$ cat src/egd_pkg.sv
// egd_pkg: shared constants for the elias gamma / delta decoder
// mode codes, status codes, configuration register indexes and limits
// no dependencies
package egd_pkg;

    // configuration register indexes
    localparam int unsigned CFG_INDEX_W = 1;
    localparam logic [CFG_INDEX_W-1:0] CFG_CODE_MODE = 1'd0;
    localparam logic [CFG_INDEX_W-1:0] CFG_MAX_BITS  = 1'd1;
    localparam int unsigned CFG_DATA_W = 7;

    // code mode encodings
    localparam logic [1:0] MODE_GAMMA      = 2'd0;
    localparam logic [1:0] MODE_DELTA_ZERO = 2'd1;
    localparam logic [1:0] MODE_DELTA_NZ   = 2'd2;

    // result status
    localparam logic ST_OK        = 1'b0;
    localparam logic ST_TOO_LARGE = 1'b1;

    // limits
    localparam logic [6:0] LEN_LIMIT = 7'd8;
    localparam logic [6:0] RUN_MAX   = 7'd127;
    localparam logic [6:0] MAX_BITS_RESET = 7'd64;

endpackage

$ cat src/elias_gamma_delta_decoder.sv
// elias_gamma_delta_decoder: bit-serial elias gamma / elias delta decoder
// one input register, one pass of decode logic, one result register
// depends on egd_pkg
//
//  channel   signals                          payload            flow
//  --------  -------------------------------  -----------------  ----------
//  input     in_valid / in_stall              code_bit           1 bit/clk unless stalled
//  output    out_valid / out_stall            value, status      <=1 per bit
//  config    cfg_we, cfg_index, cfg_data      code_mode,max_bits write only
//
// each code bit is taken into the input register, then decoded against the
// phase / run / tail / accumulator registers; a bit can be accepted every
// cycle unless in_stall is high, and a code's result is registered when its
// last bit leaves the input register. in_stall rises only while a bit waits
// in the input register and the result register holds a stalled word.
// rst_n (async, active low) clears the decode state, sets gamma mode and a
// 64 bit limit; a config write also drops any partly decoded code.
module elias_gamma_delta_decoder #(
    parameter int VALUE_WIDTH = 64
) (
    input  logic                                 clk,
    input  logic                                 rst_n,
    // input channel
    input  logic                                 in_valid,
    output logic                                 in_stall,
    input  logic                                 code_bit,
    // output channel
    output logic                                 out_valid,
    input  logic                                 out_stall,
    output logic [VALUE_WIDTH-1:0]               value,
    output logic                                 status,
    // configuration
    input  logic                                 cfg_we,
    input  logic [egd_pkg::CFG_INDEX_W-1:0]      cfg_index,
    input  logic [egd_pkg::CFG_DATA_W-1:0]       cfg_data
);

    localparam logic [6:0] VW7 = 7'(VALUE_WIDTH);

    // decode phase
    typedef enum logic [1:0] {
        PH_IDLE = 2'd0,   // counting prefix zeros
        PH_LEN  = 2'd1,   // length tail (delta) or value tail (gamma)
        PH_VAL  = 2'd2    // delta value tail
    } phase_t;

    // configuration registers
    logic [1:0]             code_mode_reg;
    logic [6:0]             max_bits_reg;

    // input register
    logic                   s1_valid_reg;
    logic                   s1_bit_reg;

    // decode state
    phase_t                 phase_reg, phase_next;
    logic [6:0]             zero_run_reg, zero_run_next;
    logic [7:0]             length_msb_reg, length_msb_next;
    logic [7:0]             tail_left_reg, tail_left_next;
    logic [VALUE_WIDTH-1:0] acc_reg, acc_next;

    // result register
    logic                   out_valid_reg;
    logic [VALUE_WIDTH-1:0] value_reg;
    logic                   status_reg;

    // handshake
    logic out_free;
    logic s1_fire;
    logic in_fire;

    assign out_free = !out_valid_reg || !out_stall;
    assign s1_fire  = s1_valid_reg && out_free;
    assign in_stall = s1_valid_reg && !out_free;
    assign in_fire  = in_valid && !in_stall;

    assign out_valid = out_valid_reg;
    assign value     = value_reg;
    assign status    = status_reg;

    // effective mode and width
    logic [1:0] mode;
    logic [6:0] eff;
    logic [VALUE_WIDTH-1:0] eff_mask;

    assign mode = (code_mode_reg == egd_pkg::MODE_DELTA_ZERO ||
                   code_mode_reg == egd_pkg::MODE_DELTA_NZ) ? code_mode_reg
                                                            : egd_pkg::MODE_GAMMA;
    assign eff = (max_bits_reg == 7'd0) ? 7'd1
               : (max_bits_reg > VW7)  ? VW7 : max_bits_reg;
    // shifting by the full width gives zero, so eff == VALUE_WIDTH is all ones
    assign eff_mask = ~({VALUE_WIDTH{1'b1}} << eff);

    // decode one bit
    logic                   emit;
    logic [VALUE_WIDTH-1:0] emit_val;
    logic                   emit_st;
    logic                   do_start;
    logic [7:0]             sv_msb;
    logic [VALUE_WIDTH-1:0] acc_sh;
    logic [VALUE_WIDTH-1:0] acc_v;
    logic [7:0]             tail_dec;
    logic [7:0]             eff8;
    logic                   top;
    logic [6:0]             lim;

    assign acc_sh   = {acc_reg[VALUE_WIDTH-2:0], s1_bit_reg};
    assign tail_dec = tail_left_reg - {7'd0, (tail_left_reg != 8'd0)};
    assign eff8     = {1'b0, eff};
    assign top      = (mode == egd_pkg::MODE_DELTA_ZERO) && (length_msb_reg == eff8);
    assign acc_v    = top ? (acc_reg | VALUE_WIDTH'(s1_bit_reg)) : acc_sh;
    assign lim      = (mode == egd_pkg::MODE_GAMMA) ? eff : egd_pkg::LEN_LIMIT;

    always_comb
    begin
        phase_next      = phase_reg;
        zero_run_next   = zero_run_reg;
        length_msb_next = length_msb_reg;
        tail_left_next  = tail_left_reg;
        acc_next        = acc_reg;
        emit            = 1'b0;
        emit_val        = '0;
        emit_st         = egd_pkg::ST_OK;
        do_start        = 1'b0;
        sv_msb          = 8'd0;

        unique case (phase_reg)
            PH_LEN:
            begin
                acc_next       = acc_sh;
                tail_left_next = tail_dec;
                if (tail_dec == 8'd0)
                begin
                    if (mode == egd_pkg::MODE_GAMMA)
                    begin
                        emit     = 1'b1;
                        emit_val = acc_sh;
                    end
                    else
                    begin
                        do_start = 1'b1;
                        sv_msb   = acc_sh[7:0] - 8'd1;
                    end
                end
            end
            PH_VAL:
            begin
                acc_next       = acc_v;
                tail_left_next = tail_dec;
                if (tail_dec == 8'd0)
                begin
                    emit = 1'b1;
                    if (top)
                    begin
                        // top code: all tail bits must be zero
                        if (acc_v != '0)
                            emit_st = egd_pkg::ST_TOO_LARGE;
                        else
                            emit_val = eff_mask;
                    end
                    else if (mode == egd_pkg::MODE_DELTA_ZERO)
                        emit_val = acc_v - VALUE_WIDTH'(1);
                    else
                        emit_val = acc_v;
                end
            end
            default:
            begin
                phase_next = PH_IDLE;
                if (!s1_bit_reg)
                begin
                    if (zero_run_reg < egd_pkg::RUN_MAX)
                        zero_run_next = zero_run_reg + 7'd1;
                end
                else
                begin
                    zero_run_next = 7'd0;
                    if (zero_run_reg >= lim)
                    begin
                        emit    = 1'b1;
                        emit_st = egd_pkg::ST_TOO_LARGE;
                    end
                    else if (zero_run_reg == 7'd0)
                    begin
                        if (mode == egd_pkg::MODE_GAMMA)
                        begin
                            emit     = 1'b1;
                            emit_val = VALUE_WIDTH'(1);
                        end
                        else
                            do_start = 1'b1;
                    end
                    else
                    begin
                        acc_next        = VALUE_WIDTH'(1);
                        length_msb_next = {1'b0, zero_run_reg};
                        tail_left_next  = {1'b0, zero_run_reg};
                        phase_next      = PH_LEN;
                    end
                end
            end
        endcase

        // delta: msb known, start the value tail or finish now
        if (do_start)
        begin
            if (mode == egd_pkg::MODE_DELTA_ZERO)
            begin
                if (sv_msb > eff8)
                begin
                    emit    = 1'b1;
                    emit_st = egd_pkg::ST_TOO_LARGE;
                end
                else if (sv_msb == 8'd0)
                    emit = 1'b1;
                else
                begin
                    acc_next        = (sv_msb == eff8) ? '0 : VALUE_WIDTH'(1);
                    length_msb_next = sv_msb;
                    tail_left_next  = sv_msb;
                    phase_next      = PH_VAL;
                end
            end
            else
            begin
                if (sv_msb >= eff8)
                begin
                    emit    = 1'b1;
                    emit_st = egd_pkg::ST_TOO_LARGE;
                end
                else if (sv_msb == 8'd0)
                begin
                    emit     = 1'b1;
                    emit_val = VALUE_WIDTH'(1);
                end
                else
                begin
                    acc_next        = VALUE_WIDTH'(1);
                    length_msb_next = sv_msb;
                    tail_left_next  = sv_msb;
                    phase_next      = PH_VAL;
                end
            end
        end

        // a finished code returns to idle
        if (emit)
        begin
            phase_next      = PH_IDLE;
            zero_run_next   = 7'd0;
            length_msb_next = 8'd0;
            tail_left_next  = 8'd0;
            acc_next        = '0;
        end
    end

    always_ff @(posedge clk or negedge rst_n)
    begin
        if (!rst_n)
        begin
            code_mode_reg  <= egd_pkg::MODE_GAMMA;
            max_bits_reg   <= egd_pkg::MAX_BITS_RESET;
            s1_valid_reg   <= 1'b0;
            s1_bit_reg     <= 1'b0;
            phase_reg      <= PH_IDLE;
            zero_run_reg   <= 7'd0;
            length_msb_reg <= 8'd0;
            tail_left_reg  <= 8'd0;
            acc_reg        <= '0;
            out_valid_reg  <= 1'b0;
            value_reg      <= '0;
            status_reg     <= egd_pkg::ST_OK;
        end
        else
        begin
            // input register
            if (in_fire)
            begin
                s1_valid_reg <= 1'b1;
                s1_bit_reg   <= code_bit;
            end
            else if (s1_fire)
                s1_valid_reg <= 1'b0;

            // decode state; a config write aborts the code in progress
            if (cfg_we)
            begin
                if (cfg_index == egd_pkg::CFG_CODE_MODE)
                    code_mode_reg <= cfg_data[1:0];
                else
                    max_bits_reg <= cfg_data;
                phase_reg      <= PH_IDLE;
                zero_run_reg   <= 7'd0;
                length_msb_reg <= 8'd0;
                tail_left_reg  <= 8'd0;
                acc_reg        <= '0;
            end
            else if (s1_fire)
            begin
                phase_reg      <= phase_next;
                zero_run_reg   <= zero_run_next;
                length_msb_reg <= length_msb_next;
                tail_left_reg  <= tail_left_next;
                acc_reg        <= acc_next;
            end

            // result register
            if (s1_fire && emit)
            begin
                out_valid_reg <= 1'b1;
                value_reg     <= (emit_st == egd_pkg::ST_TOO_LARGE) ? '0 : emit_val;
                status_reg    <= emit_st;
            end
            else if (!out_stall)
                out_valid_reg <= 1'b0;
        end
    end

endmodule
$ cat config.mk
export PLATFORM = sky130hd
export DESIGN_NAME = elias_gamma_delta_decoder
export DESIGN_NICKNAME = d
export VERILOG_FILES = /design/src/egd_pkg.sv /design/src/elias_gamma_delta_decoder.sv
export SDC_FILE = /design/constraint.sdc
export NUM_CORES = 1
export LEC_CHECK = 0
export BUFFER_PORTS_ARGS = -buffer_cell sky130_fd_sc_hd__buf_2
export CORE_ASPECT_RATIO = 1.2
export CORE_MARGIN = 2
export CORE_UTILIZATION = 44
export DETAILED_ROUTE_END_ITERATION = 8
export GPL_TIMING_DRIVEN = 0
export MAX_ROUTING_LAYER = met4
export PLACE_DENSITY = 0.64
export REMOVE_ABC_BUFFERS = 1
export SLEW_MARGIN = 40
export SYNTH_ARGS = -nofsm -noshare
export SYNTH_HDL_FRONTEND = slang
export SYNTH_SLANG_ARGS = --single-unit
$ cat constraint.sdc
create_clock -name clk -period 6.2 [get_ports clk]
set_input_delay 0 -clock clk [delete_from_list [all_inputs] [get_ports clk]]
set_output_delay 0 -clock clk [all_outputs]
set_load 0.005 [all_outputs]
==> results of run 1 <==
==> power groups by stage <==
stage               clock (mW)  sequential, mW  combinational, mW
CTS                       1.19            1.18              0.985
global placement             0            1.20              0.919
floorplan                    0            1.17              0.632
global route              1.23            1.19               1.11
detailed placement           0            1.20              0.970
finish                    1.18            1.18               1.03
==> cells by family (layout without fill, tap and decap cells) <==
group | Yosys count | count (layout) | share of synthesized area
AOI/OAI and AO/OA | 454 | 454 | 0.268
xor gates and xnor gates | 40 | 40 | 0.0296
adders and majority gates | 24 | 24 | 0.0254
buffers and inverters | 164 | 186 | 0.0549
DFF | 166 | 166 | 0.352
muxes | 17 | 17 | 0.0157
and+or+nand+nor | 585 | 586 | 0.255
==> routing by layer <==
metal  global-route usage  vias to the layer above  wire length [um]
li1                     -                     5473                 -
met1                0.397                     5941             18200
met2                0.499                      600             20600
met3               0.0542                      171              3410
met4                0.167                        0              2600
met5                    -                        -                 0
==> repair_timing <==
item | CTS | global route
hold buffers | 16 | 0
setup endpoints to repair | 0 | 23
gates resized for setup | 0 | 4
hold endpoints to repair | 178 | 0
==> path summary, 6_finish.rpt <==
kind                            startpoint              end
min in group clk               cfg_data[5]  max_bits_reg[5]
max in group asynchronous            rst_n  max_bits_reg[6]
max reg2reg                max_bits_reg[6]        value[50]
min reg2reg                      value[52]        value[52]
max                        max_bits_reg[6]        value[50]
min                                  rst_n        value[51]
==> critical path, cell delays in order (launching register included) <==
cell and delay, ns:
dfstp_2 0.91, nor4bb_1 0.37, a31oi_1 0.16, or4_1 0.80
nor2_4 0.45, nor2_1 0.07, a21oi_1 0.14, ha_1 0.33
nand2_1 0.46, nor3b_2 0.55, nand3_1 0.23, a2111oi_1 0.64
o21ai_1 0.28, xnor2_1 0.20, o22ai_1 0.18, o21ai_1 0.08
==> cell type report <==
cell class / instances / area (um2) / area share
well taps: 335 / 419 / 0.0314
flip-flops and latches: 166 / 4160 / 0.311
multi-input cells: 1121 / 7180 / 0.537
repair buffers: 118 / 842 / 0.0630
inverters: 36 / 135 / 0.0101
clock buffers: 24 / 482 / 0.0361
clock inverters: 8 / 149 / 0.0111
==> placed cells by master (no fill, tap or decap), types with 10 or more instances in the layout <==
cell type,netlist,final
nand2_1,165,164
ha_1,24,23
o21ai_0,107,105
nand4_1,17,17
and3_1,21,21
mux2_2,12,12
nand2b_1,12,12
or4_1,19,18
xor2_1,17,17
or3_1,24,24
a22oi_1,17,17
a2bb2oi_1,13,13
and2_1,11,10
xnor2_1,23,23
nor2b_1,12,10
nor2_1,103,101
dfrtp_1,165,164
buf_2,8,86
o21ai_1,10,11
a22o_1,75,75
a211oi_1,21,21
nor4_1,37,31
inv_1,36,36
nand3_1,51,51
o31ai_1,21,21
a21oi_1,62,62
a221oi_1,11,11
nor3_1,55,54
clkbuf_16,0,17
dlygate4sd3_1,0,16
a31oi_1,15,15
o21a_1,11,11
==> through the flow <==
step	hold WS, ns	util	instances	instance area (um2)	setup TNS [ns]
after floorplan	-0.296	-	1322	11300	-12.04
after global placement	0.218	0.460	1737	12100	-454.11
after detailed placement	-0.105	0.475	1759	12500	0
after CTS	0.0149	0.505	1807	13300	0
after global routing	0.0327	0.507	1808	13400	-0.0180
final	0.00848	0.507	1808	13400	0
==> results.md, run 1 <==
* Worst-path clk slew at 0.07 ns
* Total core area at 26,400 um2
* Skew final at 0.0213 ns
* Post-synth top area share at 0.349
* HP Class: input pin to asynchronous set/reset pin
* Initial antenna violation count at 0
* Ratio of final minimum period to clock period at 0.967
* Ranking of synthesized cells by area: dfrtp_1 35%, a22o_1 5.6%, nand2_1 5.2%, o21ai_0 4.5%, clkbuf_1 3.6%
* Max FO, Critical Path at 23
* Nets at 1,498
* Post-synthesis sequential area ratio at 0.352
* Syn Area/Cell at 8.15 um2
* Critical Path Start Type: register
* Total power at 3.39 mW
* Largest net degree at the start of global routing at 77
* PD cells at 253 nW/um2
* FF-to-FF path depth at 15
* Post-Route WL at 44,800 um
* Clock Path Buffers at 2
* Detailed Route Iter0 Violations at 1,379
* Final hold violations at 0
* DR WL/cell at 24.8 um
* Setup slack, reg-to-reg at 0.21 ns
* Vias in the first global route at 11,400
* Mapped Area at 11,800 um2
* Clock Power Share at 0.348
* Final setup margin at 0.205 ns
* Gpl congestion at 0.968
* Clock Latency Late Sink at 0.46 ns
* Seq pwr share at 0.349
* EDFF count, synth at 0
* Total grt overflow at 0
* DIE AREA at 28,200 um2
* CTS tree: done
* Sw frac at 0.365
* CTS Root Cell: clkbuf_16
* Status: finished clean
* Final setup fails at 0
* P_leak at 5.90 nW
* Maximum VDD drop at 0.000279 V
* Max Fclk at 0.167 GHz
* Drt drc at 0
* Cell taking the most area after synthesis: dfrtp_1
* P_sw at 1.24 mW
* Async SR Flop Fraction at 1.00
* Share of cells above drive strength 1 at 0.132
* Via count at 12,200
* Placed wire-length estimate at 31,500 um
* Crit path DAT at 6.32 ns
* Port bufs at 80
* Slew @ Worst Pin at 1.14 ns
* Int Power at 2.15 mW
* Pre-Repair DR Iteration Count at 6
* First-pass GRT wire length at 68,000 um
* Vias per cell at 6.74
* Number of unique standard cell types used by synthesis at 82
* Clock sinks at 166
* H-tree levels at 4
* Number of diodes at 0
* Cell count after synthesis at 1,450
* ANT nets after route at 0
* Initial core utilization at 0.448
* Pre-CTS setup slack at 0.0635 ns
* Seq cells post-synth at 166
* CP endpoint kind: register
* Die Y at 184 um
* Req. time, crit path at 6.52 ns
* Die Wd at 154 um
* Path type of the worst setup path: register to register
* Final Critical Period at 5.99 ns
* Most used DFF post-synth: dfrtp_1
* Slew Limit Headroom at 0.228
* Tot GR Track Use at 0.319
* FP Rows at 65
* Post-synth top cells: 165 x dfrtp_1, 165 x nand2_1, 113 x clkbuf_1
* Combinational power share at 0.303
* MaxCap Viol Count at 0
* Postcts setup bufs at 0
* IO Count at 81
* Synth warn at 0
* Syn-to-layout area delta at 13.1%
* Num CTS Buffers at 17
* Pins Over Slew Limit at 0
* Fillers at 2,543
Power figures use the tool's default switching activity.
==> run 2, diff against run 1 <==
Settings changed: CELL_PAD_IN_SITES_DETAIL_PLACEMENT from default to 2, CELL_PAD_IN_SITES_GLOBAL_PLACEMENT from default to 2, CORE_UTILIZATION 44 to 37, CTS_CLUSTER_DIAMETER from default to 40, PLACE_DENSITY 0.64 to default, PLACE_DENSITY_LB_ADDON from default to 0.1.
==> run 2 against run 1 <==
Effect of this change: the run now ends with design-rule violations left; cell area grew 0.83%; worst setup slack improved by 0.16 ns; global-route usage increased by 0.81 points; sequential cell count did not move; first-iteration DRC count decreased by 36%; sequential share of layout area fell by 0.24 points; maximum frequency is 2.8% higher; clock power decreased by 6%; highest routed layer unchanged.
==> results.md, run 2 (synthesis gave the netlist of run 1 again) <==
* Status: finished, violations left
* Violated checks: design-rule violations
* Syn-to-layout area delta at 14.0%
* Gpl congestion at 0.908 (-6.2%)
* Placed wire-length estimate at 38,000 um (+21%)
* Number of diodes at 0 (unchanged)
* P_sw at 1.35 mW (+9.3%)
* MaxCap Viol Count at 0 (unchanged)
* Vias per cell at 6.66 (-1.2%)
* Largest net degree at the start of global routing at 73 (-5.2%)
* Req. time, crit path at 6.55 ns (+0.03 ns)
* IO Count at 81 (unchanged)
* DR WL/cell at 28.1 um (+13%)
* Maximum VDD drop at 0.000272 V (-2.5%)
* First-pass GRT wire length at 81,500 um (+20%)
* Num CTS Buffers at 17 (unchanged)
* H-tree levels at 4 (unchanged)
* Port bufs at 80 (unchanged)
* Slew @ Worst Pin at 0.885 ns (-0.258 ns)
* Most frequent cells in the layout: 164 x nand2_1, 162 x dfrtp_1, 104 x o21ai_0, 100 x nor2_1, 84 x buf_2
* Detailed Route Iter0 Violations at 876 (-36%)
* P_leak at 5.91 nW (+0.19%)
* FP Rows at 71 (+9.2%)
* Vias in the first global route at 13,300 (+17%)
* Path type of the worst setup path: register to register
* Nets at 1,499 (+0.067%)
* Initial antenna violation count at 0 (unchanged)
* Pre-Repair DR Iteration Count at 7 (+1)
* Max Fclk at 0.172 GHz (+2.8%)
* Clock Power Share at 0.326 (-0.022)
* DIE AREA at 33,400 um2 (+18%)
* Clock Latency Late Sink at 0.46 ns (about the same)
* Die Y at 200 um (+8.9%)
* Final Critical Period at 5.83 ns (-0.165 ns)
* Clock Path Buffers at 2 (unchanged)
* Total grt overflow at 0 (unchanged)
* ANT nets after route at 0 (unchanged)
* Skew final at 0.0171 ns (-0.00421 ns)
* PD cells at 252 nW/um2 (-0.51%)
* Final setup margin at 0.370 ns (+0.165 ns)
* Sw frac at 0.398 (+0.0326)
* Final setup fails at 0 (unchanged)
* Share of cells above drive strength 1 at 0.141 (+0.00873)
* Clock sinks at 166 (unchanged)
* Slew Limit Headroom at 0.406 (+0.178)
* CTS Root Cell: clkbuf_16
* Final Non-Filler Cells at 1,875 (+3.7%)
* Ratio of final minimum period to clock period at 0.940 (-0.0266)
* CP endpoint kind: register
* Tot GR Track Use at 0.327 (+0.00808)
* Critical Path Start Type: register
* Int Power at 2.05 mW (-4.8%)
* Core Util, Final at 0.428 (-0.0786)
* Combinational power share at 0.322 (+0.019)
* Pins Over Slew Limit at 0 (unchanged)
* Commonest non-fill, non-tap cell in the layout: nand2_1
* HP Class: input pin to register
* Max FO, Critical Path at 23 (unchanged)
* Post-Route WL at 52,600 um (+17%)
* Setup TNS at 0 ns (unchanged)
* Drt drc at 5 (+5)
* Pre-CTS setup slack at 0.0150 ns (-0.0485 ns)
* Via count at 12,500 (+2.5%)
* Crit Reg-Reg Startpoint: max_bits_reg[6]
* Worst-path clk slew at 0.08 ns (about the same)
* Die Wd at 167 um (+8.8%)
* Cell count after placement at 1,826 (+3.8%)
* Seq pwr share at 0.352 (+0.003)
* Initial core utilization at 0.376 (-0.0727)
* Hold Crit Start: cfg_we
* WHS at 0.0284 ns (+0.0199 ns)
* Total core area at 31,400 um2 (+19%)
* CTS tree: done
* Crit path launch: max_bits_reg[6]
* Final hold violations at 0 (unchanged)
* Crit path DAT at 6.18 ns (-0.14 ns)
-- run 2: final timing paths --
kind	to	slack, ns	depth (start not counted)
max in group asynchronous	value[2]	5.40	3
hold / removal	tail_left_reg[3]	0.03	3
min in group asynchronous	value[42]	0.06	2
hold reg to reg	value[21]	0.47	2
setup / recovery	value[54]	0.37	13
setup reg to reg	value[54]	0.37	13
-- run 2: per-layer routing --
metal / global-route usage / vias to the layer above / share of wire
met5: - / - / 0
met4: 0.148 / 0 / 0.043
met3: 0.0367 / 135 / 0.038
met2: 0.574 / 393 / 0.51
met1: 0.378 / 6491 / 0.41
li1: - / 5470 / -
-- run 2: repair_timing --
item                                   4_1_cts  5_1_grt
endpoints found under the hold margin      178        0
setup endpoints to repair                    1       32
hold buffers                                16        0
buffers inserted                             0        0
gates resized for setup                      1        6
-- run 2: area by class of cell --
type	instances	area [um2]
multi-input cells	1120	7190
repair buffers	120	890
flip-flops and latches	166	4160
clock buffers	19	453
clock inverters	13	140
well taps	401	502
fillers	3570	18000
inverters	36	135
-- run 2: power by group through the flow --
| stage | registers [mW] | logic, mW | clock network, mW |
|---|---|---|---|
| finish | 1.19 | 1.09 | 1.11 |
| global route | 1.20 | 1.18 | 1.16 |
| CTS | 1.19 | 1.07 | 1.13 |
| detailed placement | 1.21 | 1.04 | 0 |
| global placement | 1.21 | 0.965 | 0 |
| floorplan | 1.17 | 0.632 | 0 |
-- run 2: metrics by stage --
step / total power, mW / area, um2
floorplan: 1.80 / 11300
global placement: 2.17 / 12200
detailed placement: 2.25 / 12700
CTS: 3.38 / 13400
global route: 3.54 / 13500
finish: 3.40 / 13500
-- run 2: critical path, stage by stage (launching register included) --
cell	delay [ns]
dfstp_2	0.91
nor2b_1	0.32
a32oi_1	0.31
and3b_1	0.71
nor2_4	0.17
a21oi_1	0.21
ha_1	0.36
or3b_2	0.48
or4_4	0.51
o311ai_1	0.58
nand4_1	0.20
a2111oi_2	0.60
a32oi_1	0.21
o31ai_1	0.12
